**src/rtl/hdcc_pkg.sv**
```systemverilog
// Shared types and constants for the HSV dominant color counter.
// Holds the pixel and result payload structs, the color box layout and the
// configuration register indexes. No dependencies.
package hdcc_pkg;

	// Block defaults
	localparam int NUM_COLORS_DEF = 4;
	localparam int COUNT_BITS_DEF = 16;

	// Configuration port geometry
	localparam int NUM_BOX_REGS = 4;
	localparam int BOX_IDX_BITS = 2;
	localparam int CFG_INDEX_BITS = 3;
	localparam int CFG_DATA_BITS = 48;

	// Output count fields are fixed at 16 bits
	localparam int OUT_COUNT_BITS = 16;

	// Depth of the queue between classifier and counter back end
	localparam int QUEUE_DEPTH = 4;

	// Configuration register indexes
	typedef enum logic [CFG_INDEX_BITS-1:0] {
		CFG_BOX0      = 3'd0,
		CFG_BOX1      = 3'd1,
		CFG_BOX2      = 3'd2,
		CFG_BOX3      = 3'd3,
		CFG_FIRST_ROW = 3'd4,
		CFG_END_ROW   = 3'd5,
		CFG_THRESHOLD = 3'd6
	} cfg_index_t;

	// One color box, lower bounds inclusive, upper bounds exclusive
	typedef struct packed {
		logic [7:0] val_max;
		logic [7:0] sat_max;
		logic [7:0] hue_max;
		logic [7:0] val_min;
		logic [7:0] sat_min;
		logic [7:0] hue_min;
	} box_t;

	// Reset boxes: yellow, black, light green, orange
	localparam box_t BOX0_RESET = 48'hFFFF_2350_3217;
	localparam box_t BOX1_RESET = 48'h3223_B400_0000;
	localparam box_t BOX2_RESET = 48'hFFFF_5064_5035;
	localparam box_t BOX3_RESET = 48'hFFFF_1650_320E;

	localparam logic [7:0]  FIRST_ROW_RESET = 8'd60;
	localparam logic [7:0]  END_ROW_RESET   = 8'd180;
	localparam logic [15:0] THRESHOLD_RESET = 16'd500;

	// Input transfer payload
	typedef struct packed {
		logic [7:0] hue;
		logic [7:0] saturation;
		logic [7:0] brightness;
		logic [7:0] row;
		logic       frame_end;
	} pixel_t;

	// Output transfer payload
	typedef struct packed {
		logic [1:0]                winner;
		logic [OUT_COUNT_BITS-1:0] winner_count;
		logic                      detected;
		logic [OUT_COUNT_BITS-1:0] count_a;
		logic [OUT_COUNT_BITS-1:0] count_b;
		logic [OUT_COUNT_BITS-1:0] count_c;
		logic [OUT_COUNT_BITS-1:0] count_d;
	} result_t;

endpackage

```
**src/rtl/hdcc_front.sv**
```systemverilog
// Front end: accepts pixels, applies the row window and tests each color box.
// Pushes a hit vector plus the frame end mark into the queue.
// Depends on hdcc_pkg.
module hdcc_front #(
	parameter int NUM_COLORS = hdcc_pkg::NUM_COLORS_DEF
) (
	input  hdcc_pkg::pixel_t pixel,
	input  logic             pixel_valid,
	output logic             pixel_ready,
	input  hdcc_pkg::box_t   boxes [hdcc_pkg::NUM_BOX_REGS],
	input  logic [7:0]       first_row,
	input  logic [7:0]       end_row,
	input  logic             queue_full,
	output logic             push,
	output logic [NUM_COLORS-1:0] hits,
	output logic             frame_end
);

	logic in_window;

	function automatic logic in_box(hdcc_pkg::box_t b, logic [7:0] h, logic [7:0] s,
			logic [7:0] v);
		return (b.hue_min <= h) && (h < b.hue_max) &&
			(b.sat_min <= s) && (s < b.sat_max) &&
			(b.val_min <= v) && (v < b.val_max);
	endfunction

	// Accept whenever the queue has room
	assign pixel_ready = !queue_full;
	assign push        = pixel_valid && pixel_ready;
	assign frame_end   = pixel.frame_end;

	// Row window, end bound exclusive
	assign in_window = (pixel.row >= first_row) && (pixel.row < end_row);

	// Classify against each box; colors without a register never match
	for (genvar i = 0; i < NUM_COLORS; i++) begin : g_hit
		if (i < hdcc_pkg::NUM_BOX_REGS) begin : g_box
			assign hits[i] = in_window &&
				in_box(boxes[i], pixel.hue, pixel.saturation, pixel.brightness);
		end else begin : g_none
			assign hits[i] = 1'b0;
		end
	end

endmodule

```
**src/rtl/hdcc_queue.sv**
```systemverilog
// Small FIFO that decouples the classifier from the counter back end.
// Register based, one write and one read per cycle.
// Depends on hdcc_pkg for the default depth.
module hdcc_queue #(
	parameter int DATA_BITS = 5,
	parameter int DEPTH     = hdcc_pkg::QUEUE_DEPTH
) (
	input  logic                 clk,
	input  logic                 arst_n,
	input  logic                 push,
	input  logic [DATA_BITS-1:0] push_data,
	output logic                 full,
	output logic                 valid,
	input  logic                 pop,
	output logic [DATA_BITS-1:0] pop_data
);

	localparam int PTR_BITS  = $clog2(DEPTH);
	localparam int FILL_BITS = $clog2(DEPTH + 1);

	logic [DATA_BITS-1:0] entry_q [DEPTH];
	logic [PTR_BITS-1:0]  wr_ptr_q;
	logic [PTR_BITS-1:0]  rd_ptr_q;
	logic [FILL_BITS-1:0] fill_q;

	assign full     = (fill_q == FILL_BITS'(DEPTH));
	assign valid    = (fill_q != '0);
	assign pop_data = entry_q[rd_ptr_q];

	// Store pushed entries
	always_ff @(posedge clk) begin
		if (push) begin
			entry_q[wr_ptr_q] <= push_data;
		end
	end

	// Advance pointers and fill level
	always_ff @(posedge clk or negedge arst_n) begin
		if (!arst_n) begin
			wr_ptr_q <= '0;
			rd_ptr_q <= '0;
			fill_q   <= '0;
		end else begin
			if (push) begin
				wr_ptr_q <= wr_ptr_q + 1'b1;
			end
			if (pop) begin
				rd_ptr_q <= rd_ptr_q + 1'b1;
			end
			case ({push, pop})
				2'b10:   fill_q <= fill_q + 1'b1;
				2'b01:   fill_q <= fill_q - 1'b1;
				default: fill_q <= fill_q;
			endcase
		end
	end

endmodule

```
**src/rtl/hdcc_back.sv**
```systemverilog
// Back end: saturating color counters, frame snapshot, winner search and
// the output register. Depends on hdcc_pkg.
module hdcc_back #(
	parameter int NUM_COLORS = hdcc_pkg::NUM_COLORS_DEF,
	parameter int COUNT_BITS = hdcc_pkg::COUNT_BITS_DEF
) (
	input  logic                  clk,
	input  logic                  arst_n,
	input  logic                  queue_valid,
	input  logic [NUM_COLORS-1:0] queue_hits,
	input  logic                  queue_last,
	output logic                  queue_pop,
	input  logic [15:0]           threshold,
	output logic                  result_valid,
	input  logic                  result_ready,
	output hdcc_pkg::result_t     result
);

	localparam int IDX_BITS = (NUM_COLORS > 1) ? $clog2(NUM_COLORS) : 1;
	localparam int OCB      = hdcc_pkg::OUT_COUNT_BITS;

	logic [COUNT_BITS-1:0] count_q    [NUM_COLORS];
	logic [COUNT_BITS-1:0] next_count [NUM_COLORS];
	logic [COUNT_BITS-1:0] snap_s1    [NUM_COLORS];
	logic                  snap_valid_s1;
	logic                  snap_adv;
	logic                  snap_free;
	logic                  res_free;
	logic [COUNT_BITS-1:0] best;
	logic [IDX_BITS-1:0]   win_idx;
	logic [IDX_BITS+1:0]   win_ext;
	logic [OCB-1:0]        out_count [hdcc_pkg::NUM_BOX_REGS];
	logic [COUNT_BITS+OCB-1:0] best_ext;
	hdcc_pkg::result_t     result_q;
	logic                  result_valid_q;

	// Flow control: output register, then snapshot, then queue
	assign res_free  = !result_valid_q || result_ready;
	assign snap_adv  = snap_valid_s1 && res_free;
	assign snap_free = !snap_valid_s1 || snap_adv;
	assign queue_pop = queue_valid && (!queue_last || snap_free);

	// Saturating increment for every hit color
	always_comb begin
		for (int i = 0; i < NUM_COLORS; i++) begin
			if (queue_hits[i] && (count_q[i] != '1)) begin
				next_count[i] = count_q[i] + 1'b1;
			end else begin
				next_count[i] = count_q[i];
			end
		end
	end

	// Counters clear after the frame's last pixel
	always_ff @(posedge clk or negedge arst_n) begin
		if (!arst_n) begin
			for (int i = 0; i < NUM_COLORS; i++) begin
				count_q[i] <= '0;
			end
		end else if (queue_pop) begin
			for (int i = 0; i < NUM_COLORS; i++) begin
				count_q[i] <= queue_last ? '0 : next_count[i];
			end
		end
	end

	// Snapshot the final counts of a frame
	always_ff @(posedge clk) begin
		if (queue_pop && queue_last) begin
			snap_s1 <= next_count;
		end
	end

	always_ff @(posedge clk or negedge arst_n) begin
		if (!arst_n) begin
			snap_valid_s1 <= 1'b0;
		end else if (queue_pop && queue_last) begin
			snap_valid_s1 <= 1'b1;
		end else if (snap_adv) begin
			snap_valid_s1 <= 1'b0;
		end
	end

	// First strictly largest nonzero count wins
	always_comb begin
		best    = '0;
		win_idx = '0;
		for (int i = 0; i < NUM_COLORS; i++) begin
			if (snap_s1[i] > best) begin
				best    = snap_s1[i];
				win_idx = IDX_BITS'(i);
			end
		end
	end

	assign win_ext  = {2'b00, win_idx};
	assign best_ext = {{OCB{1'b0}}, best};

	// Trim counts to the output width; absent colors read zero
	for (genvar j = 0; j < hdcc_pkg::NUM_BOX_REGS; j++) begin : g_out
		if (j < NUM_COLORS) begin : g_have
			logic [COUNT_BITS+OCB-1:0] cnt_ext;
			assign cnt_ext      = {{OCB{1'b0}}, snap_s1[j]};
			assign out_count[j] = cnt_ext[OCB-1:0];
		end else begin : g_zero
			assign out_count[j] = '0;
		end
	end

	// Output register
	always_ff @(posedge clk) begin
		if (snap_adv) begin
			result_q.winner       <= win_ext[1:0];
			result_q.winner_count <= best_ext[OCB-1:0];
			result_q.detected     <= best_ext > {{COUNT_BITS{1'b0}}, threshold};
			result_q.count_a      <= out_count[0];
			result_q.count_b      <= out_count[1];
			result_q.count_c      <= out_count[2];
			result_q.count_d      <= out_count[3];
		end
	end

	always_ff @(posedge clk or negedge arst_n) begin
		if (!arst_n) begin
			result_valid_q <= 1'b0;
		end else if (snap_adv) begin
			result_valid_q <= 1'b1;
		end else if (result_ready) begin
			result_valid_q <= 1'b0;
		end
	end

	assign result_valid = result_valid_q;
	assign result       = result_q;

endmodule

```
**src/rtl/hsv_dominant_color_counter_unit.sv**
```systemverilog
// Top level of the HSV dominant color counter.
// Uses hdcc_pkg, hdcc_front, hdcc_queue and hdcc_back.
//
// Usage:
//   pixel channel (pixel_valid / pixel_ready / pixel): one HSV pixel per
//   transfer with its row and a frame end mark. Pixels inside the row window
//   bump the counter of every color box they fall in (saturating).
//   result channel (result_valid / result_ready / result): one transfer per
//   frame, after the pixel marked frame_end, with all four counts, the first
//   strictly largest nonzero count and its detected flag. Counters then clear.
//   cfg port (cfg_we / cfg_index / cfg_data): writes the register cfg_index names;
//   write only while no frame is in flight.
// Throughput: one pixel per cycle, sustained, back to back frames included, while results are taken.
// Order: a frame end pixel is queued, then snapshotted, then its result is registered.
// Path: classifier (box compares), a four entry queue, counter update with
// frame snapshot, then winner search into the output register.
// Reset: counters clear, registers take their default boxes, window 60..180
// and threshold 500; the result channel goes idle.
// Stall: a stalled result holds; the snapshot keeps a frame and the counters
// and queue absorb pixels; pixel_ready drops only when the queue is full.
module hsv_dominant_color_counter_unit #(
	parameter int NUM_COLORS = hdcc_pkg::NUM_COLORS_DEF,
	parameter int COUNT_BITS = hdcc_pkg::COUNT_BITS_DEF
) (
	input  logic                                clk,
	input  logic                                arst_n,
	input  logic                                pixel_valid,
	output logic                                pixel_ready,
	input  hdcc_pkg::pixel_t                    pixel,
	output logic                                result_valid,
	input  logic                                result_ready,
	output hdcc_pkg::result_t                   result,
	input  logic                                cfg_we,
	input  logic [hdcc_pkg::CFG_INDEX_BITS-1:0] cfg_index,
	input  logic [hdcc_pkg::CFG_DATA_BITS-1:0]  cfg_data
);

	hdcc_pkg::box_t box_q [hdcc_pkg::NUM_BOX_REGS];
	logic [7:0]     first_row_q;
	logic [7:0]     end_row_q;
	logic [15:0]    threshold_q;

	logic                  push;
	logic [NUM_COLORS-1:0] front_hits;
	logic                  front_last;
	logic                  queue_full;
	logic                  queue_valid;
	logic                  queue_pop;
	logic [NUM_COLORS:0]   queue_data;

	// Configuration registers
	always_ff @(posedge clk or negedge arst_n) begin
		if (!arst_n) begin
			box_q[0]    <= hdcc_pkg::BOX0_RESET;
			box_q[1]    <= hdcc_pkg::BOX1_RESET;
			box_q[2]    <= hdcc_pkg::BOX2_RESET;
			box_q[3]    <= hdcc_pkg::BOX3_RESET;
			first_row_q <= hdcc_pkg::FIRST_ROW_RESET;
			end_row_q   <= hdcc_pkg::END_ROW_RESET;
			threshold_q <= hdcc_pkg::THRESHOLD_RESET;
		end else if (cfg_we) begin
			unique case (cfg_index) inside
				hdcc_pkg::CFG_BOX0, hdcc_pkg::CFG_BOX1,
				hdcc_pkg::CFG_BOX2, hdcc_pkg::CFG_BOX3: begin
					box_q[cfg_index[hdcc_pkg::BOX_IDX_BITS-1:0]] <= cfg_data;
				end
				hdcc_pkg::CFG_FIRST_ROW: begin
					first_row_q <= cfg_data[7:0];
				end
				hdcc_pkg::CFG_END_ROW: begin
					end_row_q <= cfg_data[7:0];
				end
				hdcc_pkg::CFG_THRESHOLD: begin
					threshold_q <= cfg_data[15:0];
				end
				default: begin
					// drop writes beyond the register list
				end
			endcase
		end
	end

	hdcc_front #(
		.NUM_COLORS(NUM_COLORS)
	) u_front (
		.pixel       (pixel),
		.pixel_valid (pixel_valid),
		.pixel_ready (pixel_ready),
		.boxes       (box_q),
		.first_row   (first_row_q),
		.end_row     (end_row_q),
		.queue_full  (queue_full),
		.push        (push),
		.hits        (front_hits),
		.frame_end   (front_last)
	);

	hdcc_queue #(
		.DATA_BITS(NUM_COLORS + 1),
		.DEPTH    (hdcc_pkg::QUEUE_DEPTH)
	) u_queue (
		.clk       (clk),
		.arst_n    (arst_n),
		.push      (push),
		.push_data ({front_last, front_hits}),
		.full      (queue_full),
		.valid     (queue_valid),
		.pop       (queue_pop),
		.pop_data  (queue_data)
	);

	hdcc_back #(
		.NUM_COLORS(NUM_COLORS),
		.COUNT_BITS(COUNT_BITS)
	) u_back (
		.clk          (clk),
		.arst_n       (arst_n),
		.queue_valid  (queue_valid),
		.queue_hits   (queue_data[NUM_COLORS-1:0]),
		.queue_last   (queue_data[NUM_COLORS]),
		.queue_pop    (queue_pop),
		.threshold    (threshold_q),
		.result_valid (result_valid),
		.result_ready (result_ready),
		.result       (result)
	);

endmodule

```
**config.mk**
```make
export PLATFORM = sky130hd
export DESIGN_NAME = hsv_dominant_color_counter_unit
export DESIGN_NICKNAME = d
export VERILOG_FILES = /design/src/rtl/hdcc_pkg.sv /design/src/rtl/hdcc_front.sv /design/src/rtl/hdcc_queue.sv /design/src/rtl/hdcc_back.sv /design/src/rtl/hsv_dominant_color_counter_unit.sv
export SDC_FILE = /design/constraint.sdc
export NUM_CORES = 1
export LEC_CHECK = 0
export BUFFER_PORTS_ARGS = -buffer_cell sky130_fd_sc_hd__clkbuf_2
export CORE_AREA = 8 8 232 234
export DETAILED_ROUTE_END_ITERATION = 10
export DIE_AREA = 0 0 240 242
export MAX_ROUTING_LAYER = met4
export PLACE_DENSITY = 0.71
export SLEW_MARGIN = 5
export SYNTH_ARGS = -nofsm -noshare
export SYNTH_HDL_FRONTEND = slang
export SYNTH_SLANG_ARGS = --single-unit
```
**constraint.sdc**
```tcl
create_clock -name clk -period 9.8 [get_ports clk]
set_input_delay 1.47 -clock clk [delete_from_list [all_inputs] [get_ports clk]]
set_output_delay 1.47 -clock clk [all_outputs]
set_load 0.005 [all_outputs]
```
# Yosys cells after proc, flatten, opt, wreduce, memory -nomap -nowiden
# Memory sizes are Yosys's and may differ from the RTL's.
# Index checks and enable logic that the tools add are counted.
[word_totals] register_bits=444 ram_bits=20 in_bits=89 out_inout_bits=85 wordCells=180 n_memories=1
[op_classes] addsub=8 magnitude_cmp=33 n_eq_ne=13 n_mux=24 bitwise_logic=1 n_reduce_logical=52
[memory_table] memory="u_queue.entry_q" words=4 word_bits=5 rd=1 rd_clocked_by_memory_dff=0 wr=1 line="hdcc_queue.sv:21" text="logic [DATA_BITS-1:0] entry_q [DEPTH];"
[ops] op="192-bit bitwise mux" count=1
[ops] op="16-bit two-way mux" count=12
[ops] op="8-bit < comparator" count=13
[ops] op="48-bit demux with 2-bit select" count=1
[ops] op="8-bit less-or-equal comparator" count=12
[ops] op="16-bit by 1-bit adder with 16-bit output, second input constant" count=4
[ops] op="16-bit > comparator" count=4
[ops] op="16-bit inequality test, second input constant" count=4
[ops] op="48-bit two-way mux" count=1
[ops] op="1-bit logical AND" count=34
[ops] op="16-bit by 1-bit > comparator with 1-bit output, second input constant" count=1
[ops] op="3-bit equality test, second input constant" count=4
[ops] op="8-bit >= comparator" count=1
[ops] op="1-bit two-way mux" count=8
[ops] op="2-bit AND reduction" count=4
[ops] op="3-bit by 2-bit equality test with 1-bit output, second input constant" count=2
[ops] op="3-bit case mux with 2 select lines" count=1
[ops] op="2-bit nonzero test" count=3
[ops] op="2-bit by 1-bit adder with 2-bit output, second input constant" count=2
[ops] op="1-bit zero test" count=4
[ops] op="4-bit OR reduction" count=1
[ops] op="3-bit by 1-bit adder with 3-bit output, second input constant" count=1
[ops] op="3-bit by 1-bit equality test with 1-bit output, second input constant" count=1
[ops] op="3-bit >= comparator, second input constant" count=1
[ops] op="other kinds (9)" count=11

# Logic depth before layout (Yosys ltp)
[logic_depth] depth_word=9 mapped_depth=44 mapped_depth_nobuf=39

# Modules after synthesis
# From an unflattened synthesis, not the netlist that was laid out.
[unflattened] hier_cells=2085 hier_area_um2=24975.2
[modules_own_cells] mod="hdcc_back" n_inst=1 cells_per_inst=927 area_each_um2=10727.8 seq_area_each_um2=6065.8
[modules_own_cells] mod="hsv_dominant_color_counter_unit" n_inst=1 cells_per_inst=477 area_each_um2=8499.4 seq_area_each_um2=5738.0
[modules_own_cells] mod="hdcc_front" n_inst=1 cells_per_inst=621 area_each_um2=4631.9 seq_area_each_um2=0.0
[modules_own_cells] mod="hdcc_queue" n_inst=1 cells_per_inst=60 area_each_um2=1116.1 seq_area_each_um2=775.7

# Worst setup path before layout
# Ideal clock, no wire load.
[synth_timing] path_kind="register -> register" startpoint="register u_back.snap_s1, in the netlist u_back.g_out[1].g_have.cnt_ext[15]" endpoint="register u_back.result_q, in the netlist u_back.result[64] (data pin)" setup_time_ns=0.258 arrival_time_ns=7.918 required_time_ns=9.542 slack_ns=1.624 stages_incl_launch_ff=43 n_path_buf=5 period_less_slack_ns=8.176 path_cell_list="edfxtp_1 ha_1 nand4_2 nor4_1 a21boi_2 o41a_4 clkbuf_1 clkbuf_1 nand2_1 o21ai_0 inv_1 ha_1 a21oi_1 o21ai_0 a21o_1 a21oi_1 o21ai_0 a311o_1 (+7 left out) a21o_1 a21oi_1 nor2_1 a2111oi_0 a21o_1 buf_1 clkbuf_1 a311oi_2 ha_1 a21o_1 a21oi_1 nor2b_1 o21ai_0 nand2b_1 a211o_1 nand2_1 a21o_1 a21oi_1"
[synth_via] elab_chain_cells=7
[synth_rtl] element="start, declared" line="hdcc_back.sv:24" text="logic [COUNT_BITS-1:0] snap_s1 [NUM_COLORS];"
[synth_rtl] element="start signal, assigned" line="hdcc_back.sv:70" text="snap_s1 <= next_count;"
[synth_rtl] element="16-bit > comparator" line="hdcc_back.sv:89" text="if (snap_s1[i] > best) begin"
[synth_rtl] element="16-bit two-way mux (*)" line="hdcc_back.sv:89"
[synth_rtl] element="16-bit > comparator" line="hdcc_back.sv:89"
[synth_rtl] element="16-bit two-way mux (*)" line="hdcc_back.sv:89"
[synth_rtl] element="16-bit > comparator" line="hdcc_back.sv:89"
[synth_rtl] element="16-bit two-way mux (*)" line="hdcc_back.sv:89"
[synth_rtl] element="via u_back.best[9]" line="hdcc_back.sv:29" text="logic [COUNT_BITS-1:0] best;"
[synth_rtl] element="16-bit > comparator (*)" line="hdcc_back.sv:115" text="result_q.detected <= best_ext > {{COUNT_BITS{1'b0}}, threshold};"
[synth_rtl] element="end, declared" line="hdcc_back.sv:34" text="hdcc_pkg::result_t result_q;"
# The timed path passes the listed nets; every way through them passes the cells marked *.
# A chain may end at the register's enable or synchronous reset.

# Final worst setup path
[layout_timing] startpoint="register u_back.snap_s1, in the netlist u_back.g_out[1].g_have.cnt_ext[11]" endpoint="register u_back.result_q, in the netlist u_back.result[64] (data pin)"
# Same word-level chain as after synthesis.

==> flow_metrics.tcl <==
set metrics [dict create \
    clock_path_buffers 3 \
    synth_most_common_cell "ha_1" \
    gp_congestion 0.870 \
    avgSynthCellArea_um2 11.2 \
    wl_met1_um 26800 \
    yosysTopAreaCellShare_pct 20.2 \
    numCtsBuffers 50 \
    cts.repair.resized 0 \
    fin_crit_sh_pct 88.3 \
    syn_to_final_growth_pct 13.0 \
    startpoint "u_back.g_out[1].g_have.cnt_ext[11]" \
    nets 2740 \
    synthTopCellsByCount "266 x ha_1, 249 x nand2_1, 210 x o21ai_0" \
    drt_pass1_iterations 5 \
    grtUsageTotal_pct 21.1 \
    synth_area_um2 24800 \
    hpwl_um 43700 \
    dieArea_um2 58100 \
    yosysUniqueCellTypes 68 \
    syn_nets 2574 \
    crit_path_top_delay_cell "a31oi_4" \
    grt_pass1_wl_um 95000 \
    yosysTopAreaCell "edfxtp_1" \
    synth_edf_count 167 \
    routed_wl_um 59900 \
    hp-class "register to register" \
    top_layer "met4" \
    synth_area_leaders "edfxtp_1 20%, dfrtp_1 19%, ha_1 13%" \
    port_buffers 173 \
    arrival_ps 8990 \
    critPathTopFamily "compound AO/OA/AOI/OAI gates" \
    fin_worst_skew_ps 23.3 \
    fp.dieW_um 240 \
    r2r-start "u_back.g_out[1].g_have.cnt_ext[11]" \
    endpoint_kind "register" \
    rsz0062_at_grt "false" \
    initial_core_util_pct 49.2 \
    finalSetupViolCount 0 \
    yosys_warnings 0 \
    wl_met2_um 28000 \
    clk_pin_slew_ps 60 \
    cellPowerDensity_nw_per_um2 361 \
    syn_inst 2218 \
    slew_violations 0 \
    hold_violations 0 \
    fmax_ghz 0.116 \
    worstPathRequired_ps 10140 \
    postCtsHoldBufs 0 \
    drtAntennaViolNets 0 \
    synth_top_flop_cell "dfrtp_1" \
    grt_overflow 0 \
    cap_violations 0 \
    path_max_fanout 30 \
    post-cts-setup-buffer-count 0 \
    antenna_found_initial 2 \
    die_y_um 242 \
    post-route-drc-count 0 \
    drt_iter0_drc 1288 \
    path_common_cell "a21o_1" \
    worstSetupPathType "register to register" \
    worst_path_largest_cell_delay_ps 600 \
    min_from "u_back.g_out[0].g_have.cnt_ext[8]" \
    async_flop_share_pct 64.0 \
    outcome "finished, final reports clean" \
    dr_total_vias 17300 \
    startpoint_type "register" \
    grt_max_degree 174 \
    routedWlPerCell_um 19.3 \
    cts_tree "done" \
    ios 174 \
    cts_root_buffer "clkbuf_16" \
    seq_area_frac_synth_pct 50.7 \
    wl_met3_um 3790 \
    insertion_delay_ps 600 \
    slew-limit-headroom_pct 34.7 \
    hold_ws_ps 448 \
    worstMarginPinSlew_ps 978 \
    peakVddDrop_v 0.000306 \
    leakagePower_nw 12.9 \
    min_period_ps 8650 \
    ctsHtreeMaxLevel 2 \
    avgViaCountPerCell 5.56 \
    design.core.area_um2 50500 \
    cts.sinks 464 \
    drive_above_1_share_pct 22.9 \
    synth.ff_latch_count 464 \
    setup_tns_ps 0 \
    std_cell_rows 83 \
    path_buf_inv 2 \
    grt_pass1_vias 17400 \
]
==> state kept, by name, summed over array words and instances (netlist names), 8 cells and up <==
signal / cells
u_back.count_q: 64
u_queue.entry_q: 20
threshold_q: 16
box_q: 192
u_back.result: 83
first_row_q: 8
end_row_q: 8
u_back.g_out.g_have.cnt_ext: 64
==> report_power, final <==
group	internal, mW	switching (mW)	total (mW)
combinational	1.97	3.01	4.98
clock	1.09	0.782	1.88
sequential	2.90	0.373	3.27
total	5.96	4.17	10.1
==> routing by layer <==
metal / track usage, % / vias up
li1: - / 8221
met1: 28.0 / 8514
met2: 33.0 / 435
met3: 3.92 / 98
met4: 5.51 / 0
met5: - / -
==> layout make-up <==
type / count / area, um2
diodes: 2 / 5.00
clock buffers: 74 / 1470
clock inverters: 20 / 173
fillers: 4319 / 22400
inverters: 196 / 736
multi-input cells: 1481 / 11200
flip-flops and latches: 464 / 12600
well taps: 680 / 851
repair buffers: 191 / 1020
==> kinds of logic (layout without fill, tap and decap cells) <==
kind of cell,Yosys count,in the layout,synth area share (%)
and+or+nand+nor,539,539,10.4
DFF,464,464,50.7
AOI/OAI and AO/OA,449,449,11.3
buffers and inverters,273,481,4.28
adders and majority gates,268,268,13.5
muxes,156,156,7.35
xor gates and xnor gates,69,69,2.44
other,0,2,0
==> placed cells by master (no fill, tap or decap), types with 6 or more instances in the layout <==
cell and count:
nand3_1 52, o21a_1 18, clkbuf_2 172, a311oi_2 7, mux2_2 149, a311oi_1 6, clkbuf_1 11, xor2_1 30
dfstp_2 106, nand2b_1 35, buf_4 17, clkbuf_8 13, nor4_1 18, dfrtp_1 191, o21ai_0 210, o31ai_1 14
and2_1 6, xnor2_1 39, and3_1 28, nor3_1 21, edfxtp_1 167, inv_1 196, nand2_1 249, clkbuf_16 50
a21o_1 89, nand4_1 35, nor2_1 49, nor2b_1 22, ha_1 266, clkinv_2 11, a21oi_1 66
==> stage by stage <==
| step | power, mW | setup WS (ps) | utilization (%) | instance area [um2] | cells |
|---|---|---|---|---|---|
| after detailed placement | 8.26 | 1290 | 52.3 | 26400 | 3012 |
| after global placement | 8.10 | 1430 | 52.3 | 26400 | 3012 |
| final | 10.1 | 1150 | 55.6 | 28000 | 3108 |
| after CTS | 10.2 | 1220 | 55.5 | 28000 | 3106 |
| after floorplan | 6.81 | 1620 | - | 24800 | 2218 |
| after global routing | 10.9 | 365 | 55.6 | 28000 | 3108 |
==> path summary, 6_finish.rpt <==
kind	to	slack, ps	depth (start not counted)
min	u_back.result[56]	450	0
min in group asynchronous	u_back.count_q[46]	790	1
min reg2reg	u_back.result[56]	450	0
max reg2reg	u_back.result[64]	1150	39
max	u_back.result[64]	1150	39
max in group asynchronous	box_q[0]	7670	2
Power figures use the tool's default switching activity.
